File: src/rtl/srsw_pkg.sv
// Shared types and constants for the selective-repeat sender window.
`timescale 1ns / 1ps
`default_nettype none
package srsw_pkg;

  localparam int WindowSlots = 8;
  localparam int SlotIdxW    = (WindowSlots > 1) ? $clog2(WindowSlots) : 1;
  localparam int CntW        = $clog2(WindowSlots + 1);
  localparam int SeqW        = 16;
  localparam int TickW       = 20;

  localparam logic [TickW-1:0] TimeoutReset = TickW'(1000);
  localparam logic [TickW-1:0] IdleMax      = {TickW{1'b1}};

  typedef enum logic [1:0] {
    OP_TICK = 2'd0,
    OP_ACK  = 2'd1,
    OP_SEND = 2'd2,
    OP_RSVD = 2'd3
  } opcode_e;

  typedef enum logic [1:0] {
    KIND_STATUS  = 2'd0,
    KIND_NEW     = 2'd1,
    KIND_RETX    = 2'd2,
    KIND_REFUSED = 2'd3
  } kind_e;

  typedef enum logic {
    ST_IDLE = 1'b0,
    ST_SCAN = 1'b1
  } state_e;

  typedef struct packed {
    logic exec;
    logic retx;
  } srsw_cmd_t;

  typedef struct packed {
    logic out_free;
    logic scan_start;
    logic scan_last;
  } srsw_sts_t;

endpackage
`default_nettype wire

File: src/rtl/srsw_in_if.sv
// Request channel: opcode, acknowledged sequence number and end-of-data flag.
`timescale 1ns / 1ps
`default_nettype none
interface srsw_in_if;
  logic                      valid;
  logic                      ready;
  logic [1:0]                opcode;
  logic [srsw_pkg::SeqW-1:0] ack_seq;
  logic                      final_packet;

  modport source (output valid, output opcode, output ack_seq, output final_packet,
                  input ready);
  modport sink (input valid, input opcode, input ack_seq, input final_packet,
                output ready);
endinterface
`default_nettype wire

File: src/rtl/srsw_out_if.sv
// Result channel: send, retransmit, refusal and status records.
`timescale 1ns / 1ps
`default_nettype none
interface srsw_out_if;
  logic                      valid;
  logic                      ready;
  logic [1:0]                kind;
  logic [srsw_pkg::SeqW-1:0] seq_out;
  logic                      packet_is_last;
  logic                      relay_select;
  logic [srsw_pkg::SeqW-1:0] window_base;
  logic                      transfer_done;
  logic                      run_end;

  modport source (output valid, output kind, output seq_out, output packet_is_last,
                  output relay_select, output window_base, output transfer_done,
                  output run_end, input ready);
  modport sink (input valid, input kind, input seq_out, input packet_is_last,
                input relay_select, input window_base, input transfer_done,
                input run_end, output ready);
endinterface
`default_nettype wire

File: src/rtl/selective_repeat_sender_window_top.sv
// Top level of the selective-repeat sender window.
//
// Channels: req_i (sink) carries opcode, ack_seq and final_packet; rsp_o
// (source) carries one record per result, run_end marking the last record
// of a request. Both transfer on valid && ready. cfg_we_i / cfg_data_i write
// timeout_ticks with no wait; write it only while the block is idle.
// Every result is registered and shows in the cycle after the cycle that
// produces it. Acks, sends, refusals and plain ticks each give one record;
// a request is taken each cycle while results are drained as they appear.
// A timeout tick with k unacked slots first loads the pending-slot mask,
// then emits k retransmissions from the scan of the mask, one per cycle
// while the output register is free, before the next request is accepted.
// The output register frees in the cycle its record transfers; when the
// receiver stalls, the record holds and req_i.ready stays low.
// Reset: empty window, base and next sequence 0, more data pending, idle
// timer 0, timeout_ticks 1000. No memory clearing pass is needed.
`timescale 1ns / 1ps
`default_nettype none
module selective_repeat_sender_window_top (
  input  wire logic                       clk_i,
  input  wire logic                       rst_ni,
  input  wire logic                       cfg_we_i,
  input  wire logic [srsw_pkg::TickW-1:0] cfg_data_i,
  srsw_in_if.sink                         req_i,
  srsw_out_if.source                      rsp_o
);
  import srsw_pkg::*;

  srsw_cmd_t cmd;
  srsw_sts_t sts;

  srsw_ctrl u_ctrl (
    .clk_i       (clk_i),
    .rst_ni      (rst_ni),
    .req_valid_i (req_i.valid),
    .req_ready_o (req_i.ready),
    .sts_i       (sts),
    .cmd_o       (cmd)
  );

  srsw_dp u_dp (
    .clk_i              (clk_i),
    .rst_ni             (rst_ni),
    .cfg_we_i           (cfg_we_i),
    .cfg_data_i         (cfg_data_i),
    .req_opcode_i       (req_i.opcode),
    .req_ack_seq_i      (req_i.ack_seq),
    .req_final_packet_i (req_i.final_packet),
    .cmd_i              (cmd),
    .sts_o              (sts),
    .rsp_o              (rsp_o)
  );

endmodule
`default_nettype wire

File: src/rtl/srsw_ctrl.sv
// Controller: request acceptance and retransmission scan sequencing.
`timescale 1ns / 1ps
`default_nettype none
module srsw_ctrl (
  input  wire logic                clk_i,
  input  wire logic                rst_ni,
  input  wire logic                req_valid_i,
  output logic                     req_ready_o,
  input  wire srsw_pkg::srsw_sts_t sts_i,
  output srsw_pkg::srsw_cmd_t      cmd_o
);
  import srsw_pkg::*;

  state_e state_q, state_d;

  always_ff @(posedge clk_i or negedge rst_ni) begin
    if (!rst_ni) begin
      state_q <= ST_IDLE;
    end else begin
      state_q <= state_d;
    end
  end

  always_comb begin
    state_d     = state_q;
    req_ready_o = 1'b0;
    cmd_o       = '0;
    unique case (state_q)
      ST_IDLE: begin
        req_ready_o = sts_i.out_free;
        cmd_o.exec  = req_valid_i && sts_i.out_free;
        if (cmd_o.exec && sts_i.scan_start) begin
          state_d = ST_SCAN;
        end
      end
      ST_SCAN: begin
        cmd_o.retx = sts_i.out_free;
        if (cmd_o.retx && sts_i.scan_last) begin
          state_d = ST_IDLE;
        end
      end
      default: state_d = ST_IDLE;
    endcase
  end

endmodule
`default_nettype wire

File: src/rtl/srsw_dp.sv
// Datapath: window state, idle timer, retransmission mask and result register.
`timescale 1ns / 1ps
`default_nettype none
module srsw_dp (
  input  wire logic                      clk_i,
  input  wire logic                      rst_ni,
  input  wire logic                      cfg_we_i,
  input  wire logic [srsw_pkg::TickW-1:0] cfg_data_i,
  input  wire logic [1:0]                req_opcode_i,
  input  wire logic [srsw_pkg::SeqW-1:0] req_ack_seq_i,
  input  wire logic                      req_final_packet_i,
  input  wire srsw_pkg::srsw_cmd_t       cmd_i,
  output srsw_pkg::srsw_sts_t            sts_o,
  srsw_out_if.source                     rsp_o
);
  import srsw_pkg::*;

  logic [WindowSlots-1:0] bitmap_q, bitmap_d;
  logic [WindowSlots-1:0] pend_q, pend_d;
  logic [SeqW-1:0]        base_q, base_d;
  logic [SeqW-1:0]        next_q, next_d;
  logic                   more_q, more_d;
  logic [TickW-1:0]       idle_q, idle_d;
  logic [TickW-1:0]       timeout_q;

  logic                   out_valid_q, out_valid_d;
  kind_e                  kind_q, kind_d;
  logic [SeqW-1:0]        seq_q, seq_d;
  logic                   last_q, last_d;
  logic                   relay_q, relay_d;
  logic [SeqW-1:0]        wbase_q, wbase_d;
  logic                   done_q, done_d;
  logic                   run_end_q, run_end_d;

  logic [SeqW-1:0]        infl_w;
  logic [CntW-1:0]        infl;
  logic [WindowSlots-1:0] infl_mask;
  logic [WindowSlots-1:0] pend_init;
  logic [SeqW-1:0]        ack_off;
  logic [WindowSlots-1:0] bm_ack;
  logic [CntW-1:0]        slide;
  logic                   run;
  logic [TickW-1:0]       idle_inc;
  logic                   timeout_hit;
  logic                   room;
  logic [SlotIdxW-1:0]    scan_idx;
  logic [SeqW-1:0]        retx_seq;
  logic                   load;

  assign infl_w = next_q - base_q;
  assign infl   = infl_w[CntW-1:0];
  assign room   = more_q && (infl < CntW'(WindowSlots));

  always_comb begin
    for (int i = 0; i < WindowSlots; i++) begin
      infl_mask[i] = CntW'(i) < infl;
    end
  end

  assign pend_init = ~bitmap_q & infl_mask;

  // mark the acked slot, then count leading acked slots
  assign ack_off = req_ack_seq_i - base_q;
  always_comb begin
    bm_ack = bitmap_q;
    if (ack_off < SeqW'(infl)) begin
      bm_ack[ack_off[SlotIdxW-1:0]] = 1'b1;
    end
  end

  always_comb begin
    run   = 1'b1;
    slide = '0;
    for (int i = 0; i < WindowSlots; i++) begin
      run   = run & bm_ack[i];
      slide = slide + CntW'(run);
    end
  end

  assign idle_inc    = (idle_q == IdleMax) ? idle_q : idle_q + TickW'(1);
  assign timeout_hit = idle_inc >= timeout_q;

  // oldest pending slot
  always_comb begin
    scan_idx = '0;
    for (int i = WindowSlots - 1; i >= 0; i--) begin
      if (pend_q[i]) begin
        scan_idx = SlotIdxW'(i);
      end
    end
  end

  assign retx_seq = base_q + SeqW'(scan_idx);

  assign sts_o.out_free   = !out_valid_q || rsp_o.ready;
  assign sts_o.scan_start = (opcode_e'(req_opcode_i) == OP_TICK) && timeout_hit &&
                            (pend_init != '0);
  assign sts_o.scan_last  = (pend_q & (pend_q - WindowSlots'(1))) == '0;

  always_comb begin
    bitmap_d  = bitmap_q;
    pend_d    = pend_q;
    base_d    = base_q;
    next_d    = next_q;
    more_d    = more_q;
    idle_d    = idle_q;
    kind_d    = kind_q;
    seq_d     = seq_q;
    last_d    = last_q;
    relay_d   = relay_q;
    run_end_d = run_end_q;
    load      = 1'b0;

    if (cmd_i.exec) begin
      kind_d    = KIND_STATUS;
      seq_d     = '0;
      last_d    = 1'b0;
      relay_d   = 1'b0;
      run_end_d = 1'b1;
      load      = !sts_o.scan_start;
      unique case (opcode_e'(req_opcode_i))
        OP_ACK: begin
          bitmap_d = bm_ack >> slide;
          base_d   = base_q + SeqW'(slide);
        end
        OP_SEND: begin
          if (room) begin
            next_d  = next_q + SeqW'(1);
            more_d  = more_q && !req_final_packet_i;
            idle_d  = '0;
            kind_d  = KIND_NEW;
            seq_d   = next_q;
            last_d  = req_final_packet_i;
            relay_d = next_q[0];
          end else begin
            kind_d = KIND_REFUSED;
          end
        end
        OP_TICK: begin
          idle_d = idle_inc;
          if (sts_o.scan_start) begin
            idle_d = '0;
            pend_d = pend_init;
          end
        end
        OP_RSVD: begin
        end
        default: begin
        end
      endcase
    end else if (cmd_i.retx) begin
      load      = 1'b1;
      pend_d    = pend_q & (pend_q - WindowSlots'(1));
      kind_d    = KIND_RETX;
      seq_d     = retx_seq;
      last_d    = !more_q && (retx_seq == next_q - SeqW'(1));
      relay_d   = retx_seq[0];
      run_end_d = sts_o.scan_last;
    end

    wbase_d     = load ? base_d : wbase_q;
    done_d      = load ? (!more_d && (next_d == base_d)) : done_q;
    out_valid_d = load ? 1'b1 : (rsp_o.ready ? 1'b0 : out_valid_q);
  end

  always_ff @(posedge clk_i or negedge rst_ni) begin
    if (!rst_ni) begin
      bitmap_q    <= '0;
      pend_q      <= '0;
      base_q      <= '0;
      next_q      <= '0;
      more_q      <= 1'b1;
      idle_q      <= '0;
      timeout_q   <= TimeoutReset;
      out_valid_q <= 1'b0;
    end else begin
      bitmap_q    <= bitmap_d;
      pend_q      <= pend_d;
      base_q      <= base_d;
      next_q      <= next_d;
      more_q      <= more_d;
      idle_q      <= idle_d;
      out_valid_q <= out_valid_d;
      if (cfg_we_i) begin
        timeout_q <= cfg_data_i;
      end
    end
  end

  always_ff @(posedge clk_i) begin
    kind_q    <= kind_d;
    seq_q     <= seq_d;
    last_q    <= last_d;
    relay_q   <= relay_d;
    wbase_q   <= wbase_d;
    done_q    <= done_d;
    run_end_q <= run_end_d;
  end

  assign rsp_o.valid          = out_valid_q;
  assign rsp_o.kind           = kind_q;
  assign rsp_o.seq_out        = seq_q;
  assign rsp_o.packet_is_last = last_q;
  assign rsp_o.relay_select   = relay_q;
  assign rsp_o.window_base    = wbase_q;
  assign rsp_o.transfer_done  = done_q;
  assign rsp_o.run_end        = run_end_q;

  a_infl_bound: assert property (@(posedge clk_i) disable iff (!rst_ni)
    infl_w <= SeqW'(WindowSlots))
    else $error("in-flight count exceeds window");

  a_bitmap_clean: assert property (@(posedge clk_i) disable iff (!rst_ni)
    ((bitmap_q & ~infl_mask) == '0) && !bitmap_q[0])
    else $error("ack bitmap holds bits outside the unslid window");

  a_retx_in_window: assert property (@(posedge clk_i) disable iff (!rst_ni)
    out_valid_q && (kind_q == KIND_RETX) |-> ((seq_q - base_q) < SeqW'(infl)))
    else $error("retransmitted sequence outside window");

endmodule
`default_nettype wire
File: src/flat_wrapper.sv
// flat-port wrapper written by rule: the top's interface ports become plain ports
module selective_repeat_sender_window_top_flat import srsw_pkg::*;
  (clk_i, rst_ni, cfg_we_i, cfg_data_i, req_i_valid, req_i_opcode, req_i_ack_seq, req_i_final_packet, req_i_ready, rsp_o_valid, rsp_o_kind, rsp_o_seq_out, rsp_o_packet_is_last, rsp_o_relay_select, rsp_o_window_base, rsp_o_transfer_done, rsp_o_run_end, rsp_o_ready);
  srsw_in_if req_i_i ();
  srsw_out_if rsp_o_i ();
  input  wire logic clk_i;
  input  wire logic rst_ni;
  input  wire logic cfg_we_i;
  input  wire logic [srsw_pkg::TickW-1:0] cfg_data_i;
  input wire logic [$bits(req_i_i.valid)-1:0] req_i_valid;
  input wire logic [$bits(req_i_i.opcode)-1:0] req_i_opcode;
  input wire logic [$bits(req_i_i.ack_seq)-1:0] req_i_ack_seq;
  input wire logic [$bits(req_i_i.final_packet)-1:0] req_i_final_packet;
  output wire logic [$bits(req_i_i.ready)-1:0] req_i_ready;
  output wire logic [$bits(rsp_o_i.valid)-1:0] rsp_o_valid;
  output wire logic [$bits(rsp_o_i.kind)-1:0] rsp_o_kind;
  output wire logic [$bits(rsp_o_i.seq_out)-1:0] rsp_o_seq_out;
  output wire logic [$bits(rsp_o_i.packet_is_last)-1:0] rsp_o_packet_is_last;
  output wire logic [$bits(rsp_o_i.relay_select)-1:0] rsp_o_relay_select;
  output wire logic [$bits(rsp_o_i.window_base)-1:0] rsp_o_window_base;
  output wire logic [$bits(rsp_o_i.transfer_done)-1:0] rsp_o_transfer_done;
  output wire logic [$bits(rsp_o_i.run_end)-1:0] rsp_o_run_end;
  input wire logic [$bits(rsp_o_i.ready)-1:0] rsp_o_ready;
  assign req_i_i.valid = req_i_valid;
  assign req_i_i.opcode = req_i_opcode;
  assign req_i_i.ack_seq = req_i_ack_seq;
  assign req_i_i.final_packet = req_i_final_packet;
  assign req_i_ready = req_i_i.ready;
  assign rsp_o_valid = rsp_o_i.valid;
  assign rsp_o_kind = rsp_o_i.kind;
  assign rsp_o_seq_out = rsp_o_i.seq_out;
  assign rsp_o_packet_is_last = rsp_o_i.packet_is_last;
  assign rsp_o_relay_select = rsp_o_i.relay_select;
  assign rsp_o_window_base = rsp_o_i.window_base;
  assign rsp_o_transfer_done = rsp_o_i.transfer_done;
  assign rsp_o_run_end = rsp_o_i.run_end;
  assign rsp_o_i.ready = rsp_o_ready;
  selective_repeat_sender_window_top u_core (.clk_i(clk_i), .rst_ni(rst_ni), .cfg_we_i(cfg_we_i), .cfg_data_i(cfg_data_i), .req_i(req_i_i), .rsp_o(rsp_o_i));
endmodule
File: config.mk
export PLATFORM = sky130hd
export DESIGN_NAME = selective_repeat_sender_window_top_flat
export DESIGN_NICKNAME = d
export VERILOG_FILES = /design/src/rtl/srsw_pkg.sv /design/src/rtl/srsw_in_if.sv /design/src/rtl/srsw_out_if.sv /design/src/rtl/selective_repeat_sender_window_top.sv /design/src/rtl/srsw_ctrl.sv /design/src/rtl/srsw_dp.sv /design/src/flat_wrapper.sv
export SDC_FILE = /design/constraint.sdc
export NUM_CORES = 1
export LEC_CHECK = 0
export BUFFER_PORTS_ARGS = -buffer_cell sky130_fd_sc_hd__buf_2
export CAP_MARGIN = 40
export CORE_AREA = 2 2 129 131
export CTS_BUF_LIST = sky130_fd_sc_hd__clkbuf_8
export CTS_CLUSTER_SIZE = 12
export DETAILED_ROUTE_END_ITERATION = 10
export DIE_AREA = 0 0 131 133
export GPL_TIMING_DRIVEN = 0
export PLACE_DENSITY = 0.86
export SETUP_SLACK_MARGIN = 0.1
export SKIP_LAST_GASP = 1
export SLEW_MARGIN = 10
export SYNTH_ARGS = -nofsm -noshare
export SYNTH_HDL_FRONTEND = slang
export SYNTH_SLANG_ARGS = --single-unit
export TNS_END_PERCENT = 10
File: constraint.sdc
create_clock -name clk_i -period 11.3 [get_ports clk_i]
set_input_delay 1.695 -clock clk_i [delete_from_list [all_inputs] [get_ports clk_i]]
set_output_delay 1.695 -clock clk_i [all_outputs]
set_load 0.05 [all_outputs]
* After elaboration in Yosys (flattened, before gate mapping)
Cells that the tools add are included.
Operators by class: add/sub/neg operators 15, $lt $le $gt $ge 13, eq/ne operators 8, shift-type cells 1, muxes and demuxes 53, bitwise gates (word level) 12, reduce and logical (&&, ||, !) cells 25
Operator list (number):
- $mux 16 | 9
- $mux 20 | 3
- $mux 8 | 5
- $pmux 20 s2 | 1
- $eq 16x16->1 | 2
- $mux 3 | 8
- $mux 1 | 21
- $add 20x1->20 const B | 1
- $eq 20x20->1 const B | 1
- $ge 20x20->1 | 1
- $add 16x1->16 const B | 1
- $add 16x3->16 | 1
- $add 16x4->16 | 1
- $add 4x1->4 | 4
- $and 8x8->8 | 2
- $lt 16x4->1 | 1
- $lt 3x4->1 const A | 4
- $sub 16x1->16 const B | 1
- $sub 16x16->16 | 1
- $logic_and 1x1->1 | 10
- $logic_not 8->1 | 1
- $lt 1x4->1 const A | 2
- $lt 2x4->1 const A | 2
- $mux 2 | 4
- 25 further kinds | 40
Storage, ports and cells: register bits 129, output and inout port bits 40, logic and storage cells 143

* Longest topological paths before layout
depth in word-level cells 20, mapped depth 37

* Cells and area by module
Synthesis repeated with hierarchy kept, for this count alone.
Second synthesis, totals: cells, all modules 1021, area total of the unflattened synthesis 9268.9 um^2
By module, submodules not included:
- srsw_dp | times used 1, cells each 1015, area an instance 9200.1 um^2
- srsw_ctrl | times used 1, cells each 6, area an instance 68.8 um^2

* Worst setup path before layout
Ideal clock, no wire load.
path type input port to flip-flop, start point input req_i_ack_seq[0], end point register u_core.u_dp.done_q, in the netlist u_core.u_dp.rsp_o.transfer_done, data pin, setup time 0.157 ns, arrival 9.535 ns, slack 1.608 ns, stages 36, buffers on the path 2, path through inv_1 -> ha_1 -> fa_1 -> xor2_1 -> inv_1 -> ha_1 -> o21ai_0 -> a21oi_1 -> a2111oi_1 -> o2111ai_1 -> nor4b_4 -> a41oi_2 -> a2bb2oi_2 -> or3_4 -> nand2b_4 -> fa_1 -> fa_1 -> fa_1 -> inv_1 -> ha_1 -> inv_1 -> fa_1 -> clkbuf_1 -> inv_1 -> ha_1 -> a21o_1 -> a21o_1 -> a21oi_1 -> or3_1 -> clkbuf_1 -> nor2_1 -> xor2_1 -> xnor3_1 -> nor2_1 -> nand4_1 -> nor3_1
On the way: cells in the longest elaborated chain, start to end 20
RTL lines:
- start, declared | line flat_wrapper.sv:12 | input wire logic [$bits(req_i_i.ack_seq)-1:0] req_i_ack_seq;
- $sub 16x16->16 * | line srsw_dp.sv:63 | assign ack_off = req_ack_seq_i - base_q;
- $lt 3x4->1 (not written as such) or $ge 3x1->1 (tied branches) | line srsw_dp.sv:67 | bm_ack[ack_off[SlotIdxW-1:0]] = 1'b1;
- $logic_and 1x1->1 (not written as such) | line srsw_dp.sv:67
- $mux 1 (not written as such) | line srsw_dp.sv:67
- $demux 1 s3 | line srsw_dp.sv:67
- $or 8x8->8 (no source line)
- $mux 8 * | line srsw_dp.sv:66 | if (ack_off < SeqW'(infl)) begin
- $and 1x1->1 | line srsw_dp.sv:75 | run = run & bm_ack[i];
- [3 not listed]
- $add 4x1->4 or $and 1x1->1 (tied branches) (3 in series) | line srsw_dp.sv:76, srsw_dp.sv:75
- $add 4x1->4 * | line srsw_dp.sv:76 | slide = slide + CntW'(run);
- $add 16x4->16 * | line srsw_dp.sv:124 | base_d = base_q + SeqW'(slide);
- $mux 16 * | line srsw_dp.sv:121 | unique case (opcode_e'(req_opcode_i))
- $mux 16 * | line srsw_dp.sv:114 | if (cmd_i.exec) begin
- named net u_core.u_dp.base_d[15] | line srsw_dp.sv:20 | logic [SeqW-1:0] base_q, base_d;
- $eq 16x16->1 * | line srsw_dp.sv:162 | done_d = load ? (!more_d && (next_d == base_d)) : done_q;
- $logic_and 1x1->1 * | line srsw_dp.sv:162
- end signal, assigned | line srsw_dp.sv:196 | done_q <= done_d;
- end, declared | line srsw_dp.sv:32 | logic done_q, done_d;
Mark *: on every way through the listed nets, which the timed path passes. The rest lies on a longest branch. A chain may end at the register's enable or synchronous reset.

* Final worst setup path
Ends and elaborated chain as after synthesis.

==> tab_implementation.tex <==
\begin{tabular}{lr}
\hline
Metric & Value \\
\hline
\multicolumn{2}{l}{\textbf{Run status}} \\
Status & complete, no violations \\
\multicolumn{2}{l}{\textbf{Global routing}} \\
Number of antenna violations at the first check in global routing & 1 \\
Largest net degree at the start of global routing & 48 \\
First-pass GRT wire length & roughly 37000 µm \\
GRT Resource Usage Total & 26.87\% \\
Vias in the first global route & 7557 \\
Remaining global-route overflow & 0 \\
\multicolumn{2}{l}{\textbf{CTS}} \\
PostCTS Resize Cnt & 0 \\
Clock slew at the register clock pins of the worst setup and hold paths & roughly 70 ps \\
Sinks on the clock net & between 100 and 150 \\
Cell at the root of the clock tree & sky130\_fd\_sc\_hd\_\_clkbuf\_8 \\
Clock network latency to the later pin of the worst-skew pair & 460 ps \\
CTS tree & built \\
Clock buffer count from CTS & 17 \\
CTS H-Tree Depth & 4 \\
CTS max path bufs & 2 \\
\multicolumn{2}{l}{\textbf{Route}} \\
DR pass1 iterations & 5 \\
DRC violation count after routing & 0 \\
Via count & approximately 7900 \\
Overall routed net length & 22650 µm \\
DRC marker count from the first detailed-route iteration & 645 \\
Via count normalized by instance count & 5.923 \\
Average routed wire per standard cell & 17.03 µm \\
Remaining antenna violation count & 0 \\
\multicolumn{2}{l}{\textbf{STA}} \\
Final setup fails & 0 \\
Transition time of the tightest slew-check pin & 822.5 ps \\
Total count of max-transition violations in the final report & 0 \\
Final Worst Setup Slack & 740.2 ps \\
RSZ-0062 raised after global routing & false \\
Skew final & 14.10 ps \\
Tmin final & 10560 ps \\
Max\_slew headroom & between 40 and 50\% \\
Final worst-path cycle share & 93.45\% \\
Setup TNS Final & 0 ps \\
Hold Fails Final Rpt & 0 \\
FMAX & about 95 MHz \\
\multicolumn{2}{l}{\textbf{Yosys}} \\
Fraction of registers with async set/reset & 71.09\% \\
Primary FF master, synth & sky130\_fd\_sc\_hd\_\_dfrtp\_1 \\
Fraction of synthesized area in multiplexers & 1.313\% \\
XOR/XNOR share of the synthesized area & around a tenth \\
Synthesis warning total & 0 \\
Number of flops mapped to enable cells by yosys & 36 \\
Complex-gate fraction of the synthesized area & 18.74\% \\
Post-synthesis net count & 1100 \\
Post-synthesis share of cell area spent on and, or, nand and nor gates & 18.38\% \\
Adder and majority cell fraction of the synthesized area & 9.409\% \\
Share of synthesized area occupied by flip-flops and latches & 37.02\% \\
Average cell area after synthesis & 9.223 µm² \\
FF+latch count, synth & $\sim$130 \\
Cells after synthesis & 992 \\
Yosys cell types & 90 \\
Dominant combinational cell family by area after synthesis & compound AO/OA/AOI/OAI gates \\
Cell area after technology mapping & 9149 µm² \\
\multicolumn{2}{l}{\textbf{Worst setup path}} \\
Data arrival time of the critical path & 10830 ps \\
WP buf/inv & 9 \\
Required arrival time at the worst endpoint & between 10000 and 15000 ps \\
Crit-path leading delay family & adder cells \\
Largest driver fanout on the critical path & 9 \\
Worst path max stage delay & 560 ps \\
Critical path launch point type & primary input \\
Critical path start-end classification & in -> reg \\
Nature of the critical path endpoint & register \\
Slowest CP cell & sky130\_fd\_sc\_hd\_\_fa\_1 \\
\multicolumn{2}{l}{\textbf{Power}} \\
Largest voltage drop on the vdd net & 0.00008226 V \\
Cell leakage power & 4.679 nW \\
Power density over cell area & 103.3 nW/µm² \\
\multicolumn{2}{l}{\textbf{Die}} \\
Chip Width & $\sim$130 µm \\
Cell row count & 47 \\
Initial Utilization & 56.57\% \\
Die ar. & $\sim$17000 µm² \\
Io pins & 84 \\
Die extent in y & 133 µm \\
Core area & 16170 µm² \\
\multicolumn{2}{l}{\textbf{Place}} \\
HPWL after detailed placement & 17350 µm \\
Port buffer count & 82 \\
Pre-CTS WS & 144.2 ps \\
Last weighted congestion value of the routability-driven placer & about 0.9 \\
Placed cells & between 1000 and 1500 \\
\multicolumn{2}{l}{\textbf{Cells and area}} \\
Final \#Nets & 1205 \\
Layout cell share with drive strength beyond 1 & about 15\% \\
Most common library cell in the layout ignoring fill and taps & sky130\_fd\_sc\_hd\_\_nand2\_1 \\
Most used cells in the layout excluding fill and tap cells & 97 x sky130\_fd\_sc\_hd\_\_nand2\_1, 84 x sky130\_fd\_sc\_hd\_\_dfrtp\_1, 83 x sky130\_fd\_sc\_hd\_\_buf\_2 \\
Inserted Diodes & 0 \\
Post-synthesis to final-layout area growth & 12.29\% \\
Final Non-Filler Cells & 1330 \\
\multicolumn{2}{l}{\textbf{Min path}} \\
Path type of the worst min-delay path & reg -> reg \\
\multicolumn{2}{l}{\textbf{Job}} \\
Max cap viols & 0 \\
\hline
\end{tabular}
==> metrics by stage <==
step           hold WS [ps]  power (W)  utilization, %  area [µm²]
6_report              500.6   0.001061           63.53       10270
5_1_grt               533.5   0.001103           63.53       10270
4_1_cts               510.6   0.001065           63.44       10260
3_5_place_dp          484.7  0.0006898           61.11        9882
3_3_place_gp          451.8  0.0006813           60.81        9834
2_1_floorplan         474.6  0.0006360               -        9149
==> worst min-delay path: cells and delay by family, from the launching register on <==
family,cells,cell delay [ps]
and+or+nand+nor,2,130
DFF,1,340
==> routing by layer <==
metal	up-vias	wire, µm	global-route usage (%)
met5	-	0	0
met4	0	722	11.23
met3	57	1290	5.216
met2	291	10620	41.57
met1	3742	10010	36.84
li1	3788	-	-
==> cell usage after synthesis (all sizes together) (6+ instances only) <==
cell type | n | area (µm²)
buf | 10 | 81.33
or3 | 13 | 87.59
nand2 | 97 | 364.1
and3 | 21 | 132.6
dfrtp | 84 | 2102
edfxtp | 36 | 1081
ha | 56 | 700.7
nand2b | 12 | 90.09
nor3b | 6 | 45.04
fa | 8 | 160.2
o21a | 8 | 60.06
nor2b | 10 | 65.06
nor3 | 21 | 110.1
dfstp | 7 | 183.9
nand4 | 20 | 125.1
xnor2 | 71 | 621.9
nor4 | 16 | 115.1
a22o | 19 | 166.4
a41oi | 6 | 67.56
nand3 | 26 | 130.1
mux2 | 8 | 90.09
a21o | 33 | 249.0
o211ai | 6 | 50.05
and2 | 9 | 58.80
nor2 | 63 | 236.5
a21oi | 46 | 234.0
inv | 61 | 229.0
o21ai | 76 | 380.4
clkbuf | 33 | 123.9
xor2 | 32 | 280.3
==> sequential cells by signal (all words and copies together) (netlist names) <==
signal                            flops
u_core.u_dp.idle_q                   20
u_core.u_dp.rsp_o.transfer_done       1
u_core.u_dp.rsp_o.relay_select        1
u_core.u_dp.more_q                    1
u_core.u_dp.base_q                   16
u_core.u_dp.next_q                   16
u_core.u_dp.timeout_q                20
u_core.u_dp.rsp_o.run_end             1
u_core.u_ctrl.state_q                 1
u_core.u_dp.rsp_o.kind                2
u_core.u_dp.rsp_o.packet_is_last      1
u_core.u_dp.rsp_o.seq_out            15
u_core.u_dp.rsp_o.valid               1
u_core.u_dp.bitmap_q                  8
u_core.u_dp.pend_q                    8
u_core.u_dp.rsp_o.window_base        16
==> what timing repair did <==
action                                 4_1_cts  5_1_grt
buffers inserted                             0        2
hold buffers                                 0        0
endpoints found under the hold margin        0        0
setup endpoints to repair                    0        1
==> power by group <==
| part | total, W | leakage [nW] | internal (W) | switching [W] |
|---|---|---|---|---|
| combinational | 0.000171 | 2.97 | 0.0000610 | 0.000110 |
| sequential | 0.000511 | 1.51 | 0.000497 | 0.0000138 |
| clock | 0.000378 | 0.207 | 0.000197 | 0.000181 |
| total | 0.00106 | 4.68 | 0.000755 | 0.000305 |
==> kinds of logic after synthesis <==
kind of cell    count (synthesis)
simple gates                  327
compound gates                251
flops                         128
buf+inv                       107
xor+xnor                      104
fa+ha+maj                      64
mux                            11
==> path summary, 6_finish.rpt <==
| kind | startpoint | endpoint | slack (ps) | cells after the start |
|---|---|---|---|---|
| setup reg to reg | u_core.u_dp.base_q[1] | u_core.u_dp.rsp_o.transfer_done | 1030 | 38 |
| setup / recovery | req_i_ack_seq[0] | u_core.u_dp.rsp_o.transfer_done | 740 | 38 |
| min in group asynchronous | rst_ni | u_core.u_dp.timeout_q[10] | 1230 | 1 |
| hold reg to reg | u_core.u_dp.rsp_o.run_end | u_core.u_dp.rsp_o.run_end | 500 | 2 |
| hold / removal | u_core.u_dp.rsp_o.run_end | u_core.u_dp.rsp_o.run_end | 500 | 2 |
| max in group asynchronous | rst_ni | u_core.u_dp.more_q | 9350 | 2 |
==> layout make-up <==
type                    instances  area (µm²)
repair buffers                 86       470.5
fillers                      1348        5898
well taps                     220       275.3
flip-flops and latches        128        3387
plain buffers                  45       226.5
clock inverters                14       128.9
inverters                      62       234.0
multi-input cells             757        5304
clock buffers                  18       247.7
Note: power is estimated with default switching activity, not from simulation.
